**src/design/prou_pkg.sv**
```systemverilog
// Package for the pixel raster operation unit: drawing mode codes, register
// indexes and the per-byte pixel arithmetic helpers. Depends on nothing.
`timescale 1ns / 1ps

package prou_pkg;

   localparam int PixelWidth = 32;
   localparam int ModeWidth  = 4;
   localparam int CsrIdxWidth = 8;

   typedef logic [PixelWidth-1:0] pixel_type;

   typedef enum logic [ModeWidth-1:0] {
      MODE_COPY   = 4'd0,
      MODE_OVER   = 4'd1,
      MODE_ERASE  = 4'd2,
      MODE_INVERT = 4'd3,
      MODE_ADD    = 4'd4,
      MODE_SUB    = 4'd5,
      MODE_BLEND  = 4'd6,
      MODE_MIN    = 4'd7,
      MODE_MAX    = 4'd8,
      MODE_SELECT = 4'd9
   } op_mode_type;

   typedef enum logic [CsrIdxWidth-1:0] {
      CSR_OP_MODE         = 8'd0,
      CSR_BACK_COLOR      = 8'd1,
      CSR_FORE_COLOR      = 8'd2,
      CSR_TRANSPARENT_KEY = 8'd3
   } csr_index_type;

   // Red, green and blue bytes summed; alpha does not count.
   function automatic logic [9:0] pix_energy(input pixel_type p);
      pix_energy = 10'(p[23:16]) + 10'(p[15:8]) + 10'(p[7:0]);
   endfunction

   // Each byte saturates at all ones on its own.
   function automatic pixel_type sat_add(input pixel_type s, input pixel_type d);
      logic [8:0] v;
      sat_add = '0;
      for (int k = 0; k < 4; k++) begin
         v = 9'(s[8*k +: 8]) + 9'(d[8*k +: 8]);
         sat_add[8*k +: 8] = v[8] ? 8'hFF : v[7:0];
      end
   endfunction

   // Each byte is destination minus source, floored at zero.
   function automatic pixel_type sat_sub(input pixel_type s, input pixel_type d);
      logic [8:0] v;
      sat_sub = '0;
      for (int k = 0; k < 4; k++) begin
         v = 9'(d[8*k +: 8]) - 9'(s[8*k +: 8]);
         sat_sub[8*k +: 8] = v[8] ? 8'h00 : v[7:0];
      end
   endfunction

   // Per-byte average, rounded down: the halves plus the AND of both low bits,
   // so no byte can carry into its neighbor.
   function automatic pixel_type half_blend(input pixel_type s, input pixel_type d);
      half_blend = '0;
      for (int k = 0; k < 4; k++) begin
         half_blend[8*k +: 8] = {1'b0, s[8*k+1 +: 7]} + {1'b0, d[8*k+1 +: 7]}
                              + {7'd0, s[8*k] & d[8*k]};
      end
   endfunction

endpackage

```
**src/design/pixel_raster_op_unit_top.sv**
```systemverilog
// Top level of the pixel raster operation unit: input register, mode logic
// and result register. Depends on prou_pkg.
`timescale 1ns / 1ps

// The unit combines one source and one destination pixel into one result
// pixel under the drawing mode held in its registers, and accepts a new item
// in every clock cycle while req_stall is low. Each item passes through the
// input register into the result register, which drives the result port,
// and the sustained rate is one item per cycle; the only thing that
// slows it is the result side holding rsp_stall, which fills the two
// registers and then raises req_stall. Registers are written through the
// csr_ port, which is always ready: index 0 is the mode (copy, over, erase,
// invert, add, sub, blend, min, max, select; codes 10 to 15 act as copy),
// 1 the back color, 2 the fore color and 3 the transparent key. Writes to
// other indexes are ignored. Change the registers only while no item is in
// flight, because an item in the input register reads them as it moves to
// the result register.
module pixel_raster_op_unit_top
   import prou_pkg::*;
(
   input  logic                   clock,
   input  logic                   reset,
   // Input items
   input  logic                   req_valid,
   output logic                   req_stall,
   input  logic [PixelWidth-1:0]  req_src_pixel,
   input  logic [PixelWidth-1:0]  req_dst_pixel,
   // Result items
   output logic                   rsp_valid,
   input  logic                   rsp_stall,
   output logic [PixelWidth-1:0]  rsp_result_pixel,
   // Register writes
   input  logic                   csr_valid,
   output logic                   csr_ready,
   input  logic [CsrIdxWidth-1:0] csr_index,
   input  logic [PixelWidth-1:0]  csr_data
);

   // Configuration registers.
   logic [ModeWidth-1:0] op_mode_ff;
   pixel_type            back_color_ff;
   pixel_type            fore_color_ff;
   pixel_type            transparent_key_ff;

   // Input register.
   logic      in_valid_ff, in_valid_in;
   pixel_type src_ff, dst_ff;

   // Result register.
   logic      out_valid_ff, out_valid_in;
   pixel_type result_ff, result_in;

   logic out_free;
   logic in_load;
   logic in_move;
   logic csr_write;

   assign csr_ready = 1'b1;
   assign csr_write = csr_valid && csr_ready;

   always_ff @(posedge clock) begin
      if (reset) begin
         op_mode_ff         <= MODE_COPY;
         back_color_ff      <= '0;
         fore_color_ff      <= '0;
         transparent_key_ff <= '0;
      end else if (csr_write) begin
         case (csr_index)
            CSR_OP_MODE:         op_mode_ff         <= csr_data[ModeWidth-1:0];
            CSR_BACK_COLOR:      back_color_ff      <= csr_data;
            CSR_FORE_COLOR:      fore_color_ff      <= csr_data;
            CSR_TRANSPARENT_KEY: transparent_key_ff <= csr_data;
            default: ;
         endcase
      end
   end

   // The result register can take a new item when it is empty or its item is
   // being taken this cycle. The input register then empties into it, and so
   // can take a new item whenever it is empty or moving.
   assign out_free  = !out_valid_ff || !rsp_stall;
   assign in_move   = in_valid_ff && out_free;
   assign req_stall = in_valid_ff && !out_free;
   assign in_load   = req_valid && !req_stall;

   always_comb begin
      in_valid_in = in_valid_ff;
      if (in_load) begin
         in_valid_in = 1'b1;
      end else if (in_move) begin
         in_valid_in = 1'b0;
      end
   end

   always_comb begin
      out_valid_in = out_valid_ff;
      if (out_free) begin
         out_valid_in = in_valid_ff;
      end
   end

   // Mode logic between the two registers.
   always_comb begin
      logic [9:0] src_energy;
      logic [9:0] dst_energy;
      src_energy = pix_energy(src_ff);
      dst_energy = pix_energy(dst_ff);
      if ((op_mode_ff inside {[MODE_ERASE:MODE_SELECT]}) &&
          src_ff == transparent_key_ff) begin
         // A transparent source passes straight through.
         result_in = src_ff;
      end else begin
         case (op_mode_ff)
            MODE_ERASE:  result_in = back_color_ff;
            MODE_INVERT: result_in = ~dst_ff;
            MODE_ADD:    result_in = sat_add(src_ff, dst_ff);
            MODE_SUB:    result_in = sat_sub(src_ff, dst_ff);
            MODE_BLEND:  result_in = half_blend(src_ff, dst_ff);
            MODE_MIN:    result_in = (src_energy < dst_energy) ? src_ff : dst_ff;
            MODE_MAX:    result_in = (src_energy > dst_energy) ? src_ff : dst_ff;
            MODE_SELECT: begin
               if (dst_ff == back_color_ff) begin
                  result_in = fore_color_ff;
               end else if (dst_ff == fore_color_ff) begin
                  result_in = back_color_ff;
               end else begin
                  result_in = transparent_key_ff;
               end
            end
            default:     result_in = src_ff;
         endcase
      end
   end

   always_ff @(posedge clock) begin
      if (reset) begin
         in_valid_ff  <= 1'b0;
         out_valid_ff <= 1'b0;
      end else begin
         in_valid_ff  <= in_valid_in;
         out_valid_ff <= out_valid_in;
      end
   end

   always_ff @(posedge clock) begin
      if (in_load) begin
         src_ff <= req_src_pixel;
         dst_ff <= req_dst_pixel;
      end
      if (in_move) begin
         result_ff <= result_in;
      end
   end

   assign rsp_valid        = out_valid_ff;
   assign rsp_result_pixel = result_ff;

`ifndef SYNTH
   // The input side is only held off while an item sits in the input register.
   a_stall_needs_item: assert property (@(posedge clock) disable iff (reset)
      req_stall |-> in_valid_ff)
      else $error("req_stall raised with an empty input register");

   // An item leaving the input register always shows up as a result.
   a_item_moves: assert property (@(posedge clock) disable iff (reset)
      in_valid_ff && out_free |=> out_valid_ff)
      else $error("item lost between input and result registers");

   // A taken result with nothing behind it leaves the result port empty.
   a_no_repeat: assert property (@(posedge clock) disable iff (reset)
      !in_valid_ff && out_valid_ff && !rsp_stall |=> !out_valid_ff)
      else $error("result item repeated");

   // A mode write lands in the mode register.
   a_mode_write: assert property (@(posedge clock) disable iff (reset)
      csr_write && csr_index == CSR_OP_MODE |=>
         op_mode_ff == $past(csr_data[ModeWidth-1:0]))
      else $error("mode register write lost");
`endif

endmodule

```
**config.mk**
```make
export PLATFORM = sky130hd
export DESIGN_NAME = pixel_raster_op_unit_top
export DESIGN_NICKNAME = d
export VERILOG_FILES = /design/src/design/prou_pkg.sv /design/src/design/pixel_raster_op_unit_top.sv
export SDC_FILE = /design/constraint.sdc
export NUM_CORES = 1
export LEC_CHECK = 0
export ABC_CLOCK_PERIOD_IN_PS = 11800
export BUFFER_PORTS_ARGS = -buffer_cell sky130_fd_sc_hd__buf_2
export CORE_MARGIN = 2
export CORE_UTILIZATION = 30
export CTS_CLUSTER_DIAMETER = 60
export CTS_CLUSTER_SIZE = 40
export DETAILED_ROUTE_END_ITERATION = 8
export SYNTH_ARGS = -nofsm -noshare
export SYNTH_HDL_FRONTEND = slang
export SYNTH_SLANG_ARGS = --single-unit
```
**constraint.sdc**
```tcl
create_clock -name clock -period 11.8 [get_ports clock]
set_input_delay 1.77 -clock clock [delete_from_list [all_inputs] [get_ports clock]]
set_output_delay 1.77 -clock clock [all_outputs]
set_load 0.02 [all_outputs]
```
; ---- Yosys cells after proc, flatten, opt, wreduce, memory -nomap -nowiden
; Index checks and enable logic that the tools add are counted.
[classes]
add_sub_neg = 20
n_lt_le_gt_ge = 4
n_eq_ne = 14
muxes = 16
n_bitwise = 5
reduce_logical = 16
[ops]
columns = cell, n
row1 = $pmux 32 s8, 1
row2 = $mux 32, 5
row3 = $eq 32x32->1, 3
row4 = $mux 8, 8
row5 = $add 8x8->9, 6
row6 = $sub 8x8->9, 4
row7 = $add 7x7->8, 4
row8 = $add 8x1->8, 4
row9 = $not 32->32, 1
row10 = $add 9x8->10, 2
row11 = $eq 4x3->1 const B, 4
row12 = $eq 8x2->1 const B, 2
row13 = $gt 10x10->1, 1
row14 = $lt 10x10->1, 1
row15 = $eq 4x2->1 const B, 2
row16 = $eq 4x4->1 const B, 2
row17 = $eq 8x1->1 const B, 1
row18 = $logic_not 8->1, 1
row19 = $reduce_and 2->1, 4
row20 = $logic_and 1x1->1, 5
row21 = $and 1x1->1, 4
row22 = $ge 4x2->1 const B, 1
row23 = $le 4x4->1 const B, 1
row24 = $logic_not 1->1, 4
row25 = 3 further kinds, 4
[totals]
register_bits = 198
input_bits = 109
out_inout_bits = 35
word_cells = 84

; ---- Logic depth before layout (Yosys ltp)
; Gate-level depths: netlist of the first run.
[depth]
ltp_word = 7
ltp_mapped = 23
ltp_nobuf = 21

; ---- Worst setup path after synthesis of the first run
; No wires, ideal clock.
[synth_path]
kind = input-to-reg
from = input port rsp_stall
to = register dst_ff[0], enable pin
setup_time_ns = 0.493
arrival_time_ns = 4.894
required_time_ns = 11.307
slack_ns = 6.414
cell_stages = 2
n_path_buf = 0
cell_sequence = and3_1 nor2b_1
[synth_via]
elab_chain_cells = 6
[synth_lines]
columns = item, line
row1 = start: declaration, pixel_raster_op_unit_top.sv:30  ; input logic rsp_stall,
row2 = $logic_not 1->1, pixel_raster_op_unit_top.sv:81  ; assign out_free = !out_valid_ff || !rsp_stall;
row3 = $logic_or 1x1->1, pixel_raster_op_unit_top.sv:81
row4 = $logic_not 1->1, pixel_raster_op_unit_top.sv:83  ; assign req_stall = in_valid_ff && !out_free;
row5 = $logic_and 1x1->1, pixel_raster_op_unit_top.sv:83
row6 = $logic_not 1->1, pixel_raster_op_unit_top.sv:84  ; assign in_load = req_valid && !req_stall;
row7 = $logic_and 1x1->1, pixel_raster_op_unit_top.sv:84
row8 = net in_load, pixel_raster_op_unit_top.sv:54  ; logic in_load;
row9 = end signal: assignment, pixel_raster_op_unit_top.sv:148  ; dst_ff <= req_dst_pixel;
row10 = end: declaration, pixel_raster_op_unit_top.sv:47  ; pixel_type src_ff, dst_ff;
; The timed path passes the listed nets, and every way through them passes these cells.
; A chain may end at the register's enable or synchronous reset.

; ---- Worst setup path after layout of the first run
[layout_path]
from = register dst_ff[1]
to = register result_ff[20], in the netlist rsp_result_pixel[20] (data pin)
[layout_via]
elab_chain_cells = 5
word_cells_on_any_way = 11
cone_classes = 1 x add/sub / 2 x order compare / 2 x eq/ne / 6 x mux
[layout_lines]
columns = item, line
row1 = $add 9x8->10 or $eq 32x32->1 (tied branches), "prou_pkg.sv:35, pixel_raster_op_unit_top.sv:124"
row2 = "$gt 10x10->1, or another cell as far along", pixel_raster_op_unit_top.sv:120  ; MODE_MAX: result_in = (src_energy > dst_energy) ? src_ff : dst_ff;
row3 = $mux 32 (on tied branches), "pixel_raster_op_unit_top.sv:120, pixel_raster_op_unit_top.sv:119, pixel_raster_op_unit_top.sv:122"
row4 = $pmux 32 s8 (*), pixel_raster_op_unit_top.sv:113  ; case (op_mode_ff)
row5 = $mux 32 (*), pixel_raster_op_unit_top.sv:108  ; if ((op_mode_ff inside {[MODE_ERASE:MODE_SELECT]}) &&
row6 = net result_in[20], pixel_raster_op_unit_top.sv:51  ; pixel_type result_ff, result_in;
row7 = end signal: assignment, pixel_raster_op_unit_top.sv:151  ; result_ff <= result_in;
row8 = end: declaration, pixel_raster_op_unit_top.sv:51
; Mark *: on every way through the listed nets, which the timed path passes. The rest lies on a longest branch.

==> results.md, run 1 <==
- Critical Path AT: 6520 ps
- Peak supply drop: 0.000164 V
- Critical path type: reg2reg
- Crit-path most repeated cell: inv_1
- Site Rows: 81
- Setup Fix Bufs, Post-CTS: 0
- Max cap viols: 0
- Final wirelength: 57700 µm
- Layout cell share with drive strength beyond 1: 12.9%
- Post-DP HPWL: 43200 µm
- Min Tclk post-route: 6280 ps
- CP max FO: 36
- Seq/Total Area, Yosys: 33.3%
- Initial antenna violation count: 11
- DRC marker count from the first detailed-route iteration: 1623
- Nets: 2024
- Critical path cell sequence: inv_1, fa_1, inv_1, ha_1, inv_1, fa_1, inv_1, a21oi_1, o21ai_0, a21oi_1, o21bai_1, a21oi_1, or2_2, ha_1, nand4_1, a211oi_1, a2111oi_4, buf_4, a31oi_4, buf_4, mux2_1, a221o_1, o32a_1
- Main synth FF type: dfxtp_1
- First-pass GRT wire length: 85300 µm
- Initial Utilization: 30.3%
- Die X: 226 µm
- Worst path required time: 12040 ps
- Core area: 48800 µm²
- Max transition margin: 23.3%
- HP Class: reg2reg
- Layout Skew: 22.0 ps
- P_leak: 6.37 nW
- Post-cts hold buffer count: 0
- RSZ-0062 raised after global routing: false
- Leading area contributor after synthesis: edfxtp_1
- Max frequency: 0.159 GHz
- TNS Setup: 0 ps
- Remaining Overflow, GRT: 0
- Most frequent cell after synthesis: nand2_1
- Skew-Pair Late Insertion Delay: 480 ps
- CTS buffer count: 17
- H-tree depth: 4
- Worst path max stage delay: 590 ps
- Synth-to-layout area growth: 13.1%
- Via/cell ratio: 5.46
- Critical Path End Type: flop
- Synth top cells by count: nand2_1, a21oi_1, nor2_1, dfxtp_1, edfxtp_1
- CTS max path bufs: 2
- # fillers: 5119
- Yosys warning count: 0
- Vias in the first global route: 12896
- Pwr dens: 123 nW/µm²
- Synthesized area: 14800 µm²
- GR Util All Layers: 22.7%
- Hold Path Depth: 2
- Syn Area/Cell: 8.63 µm²
- Layout Utilization: 34.3%
- Post-Syn Nets: 1942
- Fin crit share: 53.2%
- Die height: 226 µm
- Largest net degree at the start of global routing: 103
- Post-CTS sizing: 0
- Top Ports: 144
- Multi-input gate area: 9170 µm²
- Worst-Margin Slew: 1150 ps
- CP Launch Type: flop
- Distinct cells, synth: 76
- Hold_ws: 487 ps
- FFs w/ async S/R, synth: 0%
- Status: finished clean
- Clk root buf: clkbuf_16
- Gp weighted congestion: 0.955
- Routed vias: 13547
- Critical path's slowest cell: edfxtp_1
- Synth area leaders: edfxtp_1, dfxtp_1, ha_1, a21oi_1, nand2_1
- CTS tree: built
- Endpoints failing setup: 0
- Final hold vios: 0
- Register bit total from synthesis: 198
- Post-synth top area share: 19.5%
- Remaining DRCs: 0
- First-pass iteration count of the detailed router: 6
- Storage cell area: 4920 µm²
- Slew Limit Fails: 0
- Total clock sinks: 198
- Number of flops mapped to enable cells by yosys: 96
- Routed length per placed instance: 23.3 µm
- Routed Antenna Nets: 0
- Post-synthesis instance total: 1715
- Die ar.: 51100 µm²
- Clock-pin slew on the worst setup and hold paths: 90 ps
- Port Buffers: 142
- FF-to-FF path depth: 23
## area by class of cell
type,instances,area share [%]
antenna,5,0.0747
clock buffer,22,3.09
clock inverter,10,0.546
inverter,92,2.06
multi-input combinational,1328,54.8
sequential,198,29.4
tap,664,4.96
timing repair buffer,160,5.05
## critical path, delay by kind of cell (launching register included)
| kind | cells | cell delay (ps) |
|---|---|---|
| AOI/OAI and AO/OA | 10 | 2080 |
| adders and majority gates | 4 | 1380 |
| buffers and inverters | 6 | 1190 |
| DFF | 1 | 590 |
| and+or+nand+nor | 2 | 410 |
| muxes | 1 | 380 |
## sequential cells by signal, indices dropped and copies added, names as in the netlist
signal and count:
transparent_key_ff 32, op_mode_ff 4, rsp_result_pixel 32, src_ff 32
in_valid_ff 1, back_color_ff 32, rsp_valid 1, dst_ff 32
fore_color_ff 32
## through the flow
step	total power (W)	instances	setup slack [ps]	instance area [µm²]
after floorplan	0.00127	1715	6410	14800
after global placement	0.00144	2442	5640	16100
after detailed placement	0.00144	2442	5550	16100
after CTS	0.00206	2474	5580	16700
after global routing	0.00214	2474	5190	16700
final	0.00206	2479	5520	16700
## final timing paths
path / from / slack, ps / endpoint
setup / recovery: dst_ff[1]$_DFFE_PP_ / 5520 / rsp_result_pixel[20]$_DFFE_PP_
hold / removal: transparent_key_ff[5]$_SDFFE_PP0P_ / 490 / transparent_key_ff[5]$_SDFFE_PP0P_
setup reg to reg: dst_ff[1]$_DFFE_PP_ / 5520 / rsp_result_pixel[20]$_DFFE_PP_
hold reg to reg: transparent_key_ff[5]$_SDFFE_PP0P_ / 490 / transparent_key_ff[5]$_SDFFE_PP0P_
## per-layer routing
metal	wire length, µm	GRT usage [%]	share of wire [%]	vias up
li1	-	-	-	6278
met1	25600	31.5	44	6509
met2	24900	33.9	43	630
met3	4990	4.83	8.6	116
met4	2170	9.34	3.8	14
met5	75	0	0.13	-
## cell usage in the layout, fill, tap and decap left out, types with 18 or more instances in the layout
cell,count
o211ai_1,41
nand2_1,231
buf_4,18
dfxtp_1,102
edfxtp_1,96
fa_1,30
mux2i_1,58
clkbuf_16,19
buf_2,142
nor2_1,114
ha_1,88
xnor2_1,74
o21bai_1,21
nor2b_1,19
nor4_1,19
inv_1,92
nand3_1,47
xor2_1,79
o21ai_0,70
a31oi_1,24
a21oi_1,189
## logic make-up after synthesis
kind of cell | after synthesis | share of synthesized area, %
AOI/OAI and AO/OA | 472 | 20.1
muxes | 76 | 5.29
buffers and inverters | 189 | 5.17
xor gates and xnor gates | 153 | 9.06
and+or+nand+nor | 508 | 15.5
adders and majority gates | 118 | 11.5
other | 1 | 0.0253
DFF | 198 | 33.3
## power by group
part           internal (W)  switching (W)  leakage [nW]
Clock              0.000320       0.000299         0.306
Combinational      0.000282       0.000364          4.31
Sequential         0.000743      0.0000500          1.75
Total               0.00134       0.000713          6.37
Note: power is estimated with default switching activity, not from simulation.
==> run 2: changes to the inputs <==
Settings changed: ABC_AREA from default to 1, ABC_CLOCK_PERIOD_IN_PS 11800 to 6200.
Clock period 11.8 ns to 6.2 ns, I/O delays scaled along.
==> run 2 against run 1 <==
- count of clock-buffer cells in the layout shrank 5
- largest power group unchanged
- via count grew 18%
- highest routed layer unchanged
- utilization shrank 0.32 points
- final cell count grew 22%
- critical path depth grew 2
- hold slack gained 17 ps
- clock skew grew 3.4 ps
- synthesized cell count grew 31%
- global-route usage shrank 0.24 points
- register-to-register slack lost 4800 ps
- wire length grew 6.6%
==> results.md, run 2 <==
- Status: finished clean
- Crit-path most repeated cell: inv_1
- Die ar.: 54700 µm² (+7.0%)
- Post-synthesis instance total: 2246 (+31%)
- Worst path max stage delay: 590 ps (about the same)
- Most frequent cell after synthesis: nand2_1
- Register bit total from synthesis: 198 (unchanged)
- Critical path's slowest cell: edfxtp_1
- TNS Setup: 0 ps (unchanged)
- Slew Limit Fails: 0 (unchanged)
- Clock-pin slew on the worst setup and hold paths: 100 ps (about the same)
- Fin crit share: 87.8% (+35 points)
- DRC marker count from the first detailed-route iteration: 1760 (+8.4%)
- Synth-to-layout area growth: 12.3%
- FFs w/ async S/R, synth: 0% (unchanged)
- Nets: 2557 (+26%)
- Total clock sinks: 198 (unchanged)
- Via/cell ratio: 5.25 (-3.9%)
- Dpl ws: 898 ps (-4650 ps)
- CTS max path bufs: 2 (unchanged)
- Core area: 52400 µm² (+7.4%)
- Post-synth top area share: 18.2% (-1.3 points)
- HP Class: reg2reg
- Min Tclk post-route: 5440 ps (-835 ps)
- Critical path type: reg2reg
- Layout cell share with drive strength beyond 1: 11.0% (-1.9 points)
- RSZ-0062 raised after global routing: false
- Critical Path End Type: flop
- CTS tree: built
- Endpoints failing setup: 0 (unchanged)
- First-pass iteration count of the detailed router: 5 (-1)
- P_leak: 7.50 nW (+18%)
- Initial antenna violation count: 10 (-1)
- Worst path required time: 6450 ps (-5590 ps)
- CP Launch Type: flop
- Die height: 234 µm (+3.4%)
- Post-CTS sizing: 0 (unchanged)
- Synth area leaders: edfxtp_1, nand2_1, dfxtp_1, ha_1, nand3_1
- Yosys warning count: 0 (unchanged)
- Pwr dens: 221 nW/µm² (+80%)
- Peak supply drop: 0.000290 V (+76%)
- CTS buffer count: 17 (unchanged)
- Vias in the first global route: 14645 (+14%)
- Routed Antenna Nets: 0 (unchanged)
- Die X: 234 µm (+3.4%)
- Synth top cells by count: nand2_1, inv_1, nor2_1, nand3_1, a21oi_1
- Synthesized area: 15900 µm² (+7.1%)
- Routed length per placed instance: 20.3 µm (-13%)
- Commonest non-fill, non-tap cell in the layout: nand2_1
- Syn Area/Cell: 7.06 µm² (-18%)
- Main synth FF type: dfxtp_1
- Worst-Margin Slew: 1200 ps (+48.7 ps)
- Number of flops mapped to enable cells by yosys: 96 (unchanged)
- Clk root buf: clkbuf_16
- Most frequent cells in the layout: nand2_1, inv_1, nor2_1, nand3_1, buf_2
- Largest net degree at the start of global routing: 103 (unchanged)
- Remaining DRCs: 0 (unchanged)
- Top Ports: 144 (unchanged)
- Setup Fix Bufs, Post-CTS: 0 (unchanged)
- Post-Syn Nets: 2473 (+27%)
- Post-DP HPWL: 46300 µm (+7.2%)
- CP max FO: 35 (-2.8%)
- Max cap viols: 0 (unchanged)
- First-pass GRT wire length: 92200 µm (+8.1%)
- Gp weighted congestion: 0.991 (+3.7%)
- Initial Utilization: 30.2% (-0.061 points)
- Final hold vios: 0 (unchanged)
- Critical Path AT: 5690 ps (-830 ps)
- H-tree depth: 4 (unchanged)
- Routed vias: 15936 (+18%)
- GR Util All Layers: 22.4% (-0.24 points)
- Max frequency: 0.184 GHz (+15%)
- Seq/Total Area, Yosys: 31.1% (-2.2 points)
- Port Buffers: 142 (unchanged)
- Max transition margin: 20.1% (-3.2 points)
- Final wirelength: 61500 µm (+6.6%)
- Layout Skew: 25.4 ps (+3.36 ps)
- Remaining Overflow, GRT: 0 (unchanged)
- Skew-Pair Late Insertion Delay: 490 ps (about the same)
- Leading area contributor after synthesis: edfxtp_1
- Distinct cells, synth: 50 (-34%)
- Post-cts hold buffer count: 0 (unchanged)
- Site Rows: 84 (+3.7%)
- Final worst slack: 757 ps (-4760 ps)
==> run 2: kinds of logic (layout without fill, tap and decap cells) <==
group,Yosys count,in the layout,synth area share [%]
compound gates,328,328,12.6
xor+xnor,96,96,5.30
simple gates,1138,1138,31.0
flops,198,198,31.1
buf+inv,367,464,9.31
fa+ha+maj,118,118,10.7
other cells,1,4,0.0237
==> run 2: metrics by stage <==
step	std cells	hold slack [ps]	power, W	util (%)	cell area (µm²)
final	3034	504	0.00393	33.9	17800
after global placement	2999	483	0.00268	32.7	17200
after detailed placement	2999	483	0.00269	32.7	17200
after CTS	3031	500	0.00393	33.9	17800
after floorplan	2246	457	0.00236	-	15900
after global routing	3031	526	0.00413	33.9	17800
==> run 2: cell type report <==
class | count | area (µm²)
Multi-Input combinational cell | 1681 | 9500
Fill cell | 5550 | 34600
Antenna cell | 3 | 7.51
Sequential cell | 198 | 4920
Clock buffer | 17 | 425
Clock inverter | 15 | 204
Inverter | 273 | 1020
Tap cell | 688 | 861
Timing Repair Buffer | 159 | 853
==> run 2: worst max-delay path: cells and delay by family, from the launching register on <==
kind / cells / cell delay [ps]
compound gates: 4 / 740
fa+ha+maj: 4 / 1450
buf+inv: 6 / 680
flops: 1 / 590
simple gates: 11 / 1750
==> run 2: power by group <==
part	internal (W)	switching (W)
combinational	0.000378	0.000815
sequential	0.00142	0.0000875
clock	0.000591	0.000641
==> run 2: worst paths after layout <==
kind                                                     start                             end  slack (ps)  cells past startpoint
worst min register to register  fore_color_ff[23]$_SDFFE_PP0P_  fore_color_ff[23]$_SDFFE_PP0P_         500                      2
worst min-delay path            fore_color_ff[23]$_SDFFE_PP0P_  fore_color_ff[23]$_SDFFE_PP0P_         500                      2
worst max register to register             dst_ff[1]$_DFFE_PP_  rsp_result_pixel[15]$_DFFE_PP_         760                     25
worst max-delay path                       dst_ff[1]$_DFFE_PP_  rsp_result_pixel[15]$_DFFE_PP_         760                     25
==> run 2: metal layers <==
| layer | up-vias | wire [µm] | track usage, % |
|---|---|---|---|
| met5 | - | 88 | 0 |
| met3 | 91 | 5620 | 4.13 |
| li1 | 7578 | - | - |
| met4 | 12 | 1560 | 7.36 |
| met2 | 712 | 25600 | 32.5 |
| met1 | 7543 | 28600 | 33.1 |
==> run 3: changes to the inputs <==
Settings changed: ABC_AREA 1 to default, CAP_MARGIN from default to 20.
==> run 3 against run 2 <==
- worst setup slack lost 250 ps
- non-clock buffer count grew 19
- clock skew fell by 9.6 ps
- sequential share of layout area is 1.6 points higher
- design area shrank 5.5%
- critical path depth decreased by 2
- register-to-register slack worse by 250 ps
- clock power fell by 9%
- count of clock-buffer cells in the layout rose by 3
- utilization is 0.50 points higher
- final cell count is 18% lower
- maximum frequency down 4.4%
==> results.md, run 3 (synthesized netlist as in run 1, its figures left out) <==
- Status: finished clean
- HP Class: reg2reg
- CP max FO: 21 (-40%)
- CP Launch Type: flop
- Clock-pin slew on the worst setup and hold paths: 80 ps (-20 ps)
- Site Rows: 81 (-3.6%)
- Initial antenna violation count: 9 (-1)
- Slew Limit Fails: 0 (unchanged)
- H-tree depth: 4 (unchanged)
- Hold path startpoint: transparent_key_ff[5]$_SDFFE_PP0P_
- Routed length per placed instance: 23.6 µm (+16%)
- Remaining DRCs: 0 (unchanged)
- TNS Setup: 0 ps (unchanged)
- Critical path cell sequence: inv_1, fa_1, inv_1, ha_1, inv_1, fa_1, inv_1, a21oi_1, o21ai_0, a21oi_1, o21bai_1, a21oi_1, or2_2, ha_1, nand4_1, a211oi_1, a2111oi_4, buf_4, buf_4, mux2i_1, nor2_1, a2111oi_0, a31oi_1
- Critical path's slowest cell: fa_1
- Max transition margin: 12.2% (-7.8 points)
- Worst path max stage delay: 450 ps (-140 ps)
- Total clock sinks: 198 (unchanged)
- Critical path type: reg2reg
- Layout cell share with drive strength beyond 1: 13.6% (+2.6 points)
- Layout Skew: 15.8 ps (-9.56 ps)
- Vias in the first global route: 13060 (-11%)
- Synth-to-layout area growth: 13.7%
- Port Buffers: 142 (unchanged)
- Final hold vios: 0 (unchanged)
- Post-CTS sizing: 0 (unchanged)
- P_leak: 6.43 nW (-14%)
- Final worst slack: 508 ps (-249 ps)
- Largest net degree at the start of global routing: 103 (unchanged)
- RSZ-0062 raised after global routing: false
- Die X: 226 µm (-3.3%)
- Max frequency: 0.176 GHz (-4.4%)
- Worst path required time: 6410 ps (-40 ps)
- Post-cts hold buffer count: 0 (unchanged)
- Peak supply drop: 0.000215 V (-26%)
- Endpoints failing setup: 0 (unchanged)
- CTS buffer count: 17 (unchanged)
- First-pass iteration count of the detailed router: 7 (+2)
- Most frequent cells in the layout: nand2_1, a21oi_1, buf_2, nor2_1, dfxtp_1
- Fin crit share: 91.8% (+4.0 points)
- Setup Fix Bufs, Post-CTS: 0 (unchanged)
- CTS max path bufs: 2 (unchanged)
- Routed Antenna Nets: 0 (unchanged)
- Critical Path End Type: flop
- Critical Path AT: 5910 ps (+220 ps)
- Clk root buf: clkbuf_16
- GR Util All Layers: 23.0% (+0.58 points)
- Die ar.: 51100 µm² (-6.6%)
- Crit-path most repeated cell: inv_1
- Worst-Margin Slew: 1320 ps (+118 ps)
- DRC marker count from the first detailed-route iteration: 1448 (-18%)
- CTS tree: built
- Worst Path Buf+Inv: 6 (unchanged)
- Post-DP HPWL: 44300 µm (-4.4%)
- Remaining Overflow, GRT: 0 (unchanged)
- Max cap viols: 0 (unchanged)
- Final wirelength: 58900 µm (-4.2%)
- Routed vias: 13735 (-14%)
- Top Ports: 144 (unchanged)
- Die height: 226 µm (-3.3%)
- Gp weighted congestion: 0.955 (-3.6%)
- Skew-Pair Late Insertion Delay: 480 ps (about the same)
- Initial Utilization: 30.3% (+0.061 points)
- First-pass GRT wire length: 86600 µm (-6.0%)
- Nets: 2042 (-20%)
- Core area: 48800 µm² (-6.9%)
- Via/cell ratio: 5.51 (+4.8%)
- Min Tclk post-route: 5690 ps (+249 ps)
- Dpl ws: 537 ps (-361 ps)
- Critical R2R Launch: dst_ff[17]$_DFFE_PP_
- Commonest non-fill, non-tap cell in the layout: nand2_1
- Pwr dens: 232 nW/µm² (+5.0%)
- Crit. Startpoint: dst_ff[17]$_DFFE_PP_
- Crit path max-delay family: compound AO/OA/AOI/OAI gates
run 3: cell count changes in the layout (fill, tap and decap cells not counted), sizes merged, moves of 19 or more:
cell and change:
or2 -19, nor4 +20, a21oi +64, nor2b +20
a31oi +23, xor2 +53, nand2 -322, inv -179
mux2i +58, buf +19, nand4 -53, nand3 -154
nor2 -134, a211oi -27
run 3: worst min-delay path, stage by stage (launching register included):
cell,delay [ps]
dfxtp_1,330
nand2_1,60
a21oi_1,50
run 3: final cells by class:
type                            count  area [µm²]
Antenna cell                        3        7.51
Timing Repair Buffer              178         993
Tap cell                          664         831
Clock buffer                       20         447
Clock inverter                     12         111
Inverter                           92         345
Sequential cell                   198        4920
Fill cell                        5134       32000
Multi-Input combinational cell   1328        9170
run 3: metal layers:
| metal | GRT usage (%) | up-vias | routed length, µm |
|---|---|---|---|
| met5 | 0 | - | 69 |
| li1 | - | 6308 | - |
| met4 | 8.83 | 12 | 1980 |
| met2 | 34.8 | 652 | 25700 |
| met3 | 4.44 | 98 | 5200 |
| met1 | 32.2 | 6665 | 26000 |
run 3: path summary, 6_finish.rpt:
path	to	slack [ps]	depth (start not counted)
worst max-delay path	rsp_result_pixel[16]$_DFFE_PP_	510	23
worst max register to register	rsp_result_pixel[16]$_DFFE_PP_	510	23
worst min register to register	transparent_key_ff[5]$_SDFFE_PP0P_	490	2
worst min-delay path	transparent_key_ff[5]$_SDFFE_PP0P_	490	2
run 3: where the power goes:
group / leakage, nW / internal, W / switching [W] / total [W]
clock network: 0.279 / 0.000541 / 0.000577 / 0.00112
logic: 4.41 / 0.000559 / 0.000733 / 0.00129
registers: 1.75 / 0.00141 / 0.0000750 / 0.00149
run 3: through the flow:
| step | hold WS (ps) | utilization, % | std cells | power, W | cell area (µm²) |
|---|---|---|---|---|---|
| final | 490 | 34.5 | 2495 | 0.00390 | 16800 |
| after global routing | 514 | 34.4 | 2492 | 0.00407 | 16800 |
| after global placement | 461 | 33.3 | 2459 | 0.00277 | 16200 |
| after CTS | 494 | 34.4 | 2492 | 0.00390 | 16800 |
| after detailed placement | 482 | 33.3 | 2460 | 0.00278 | 16300 |
| after floorplan | 444 | - | 1715 | 0.00242 | 14800 |
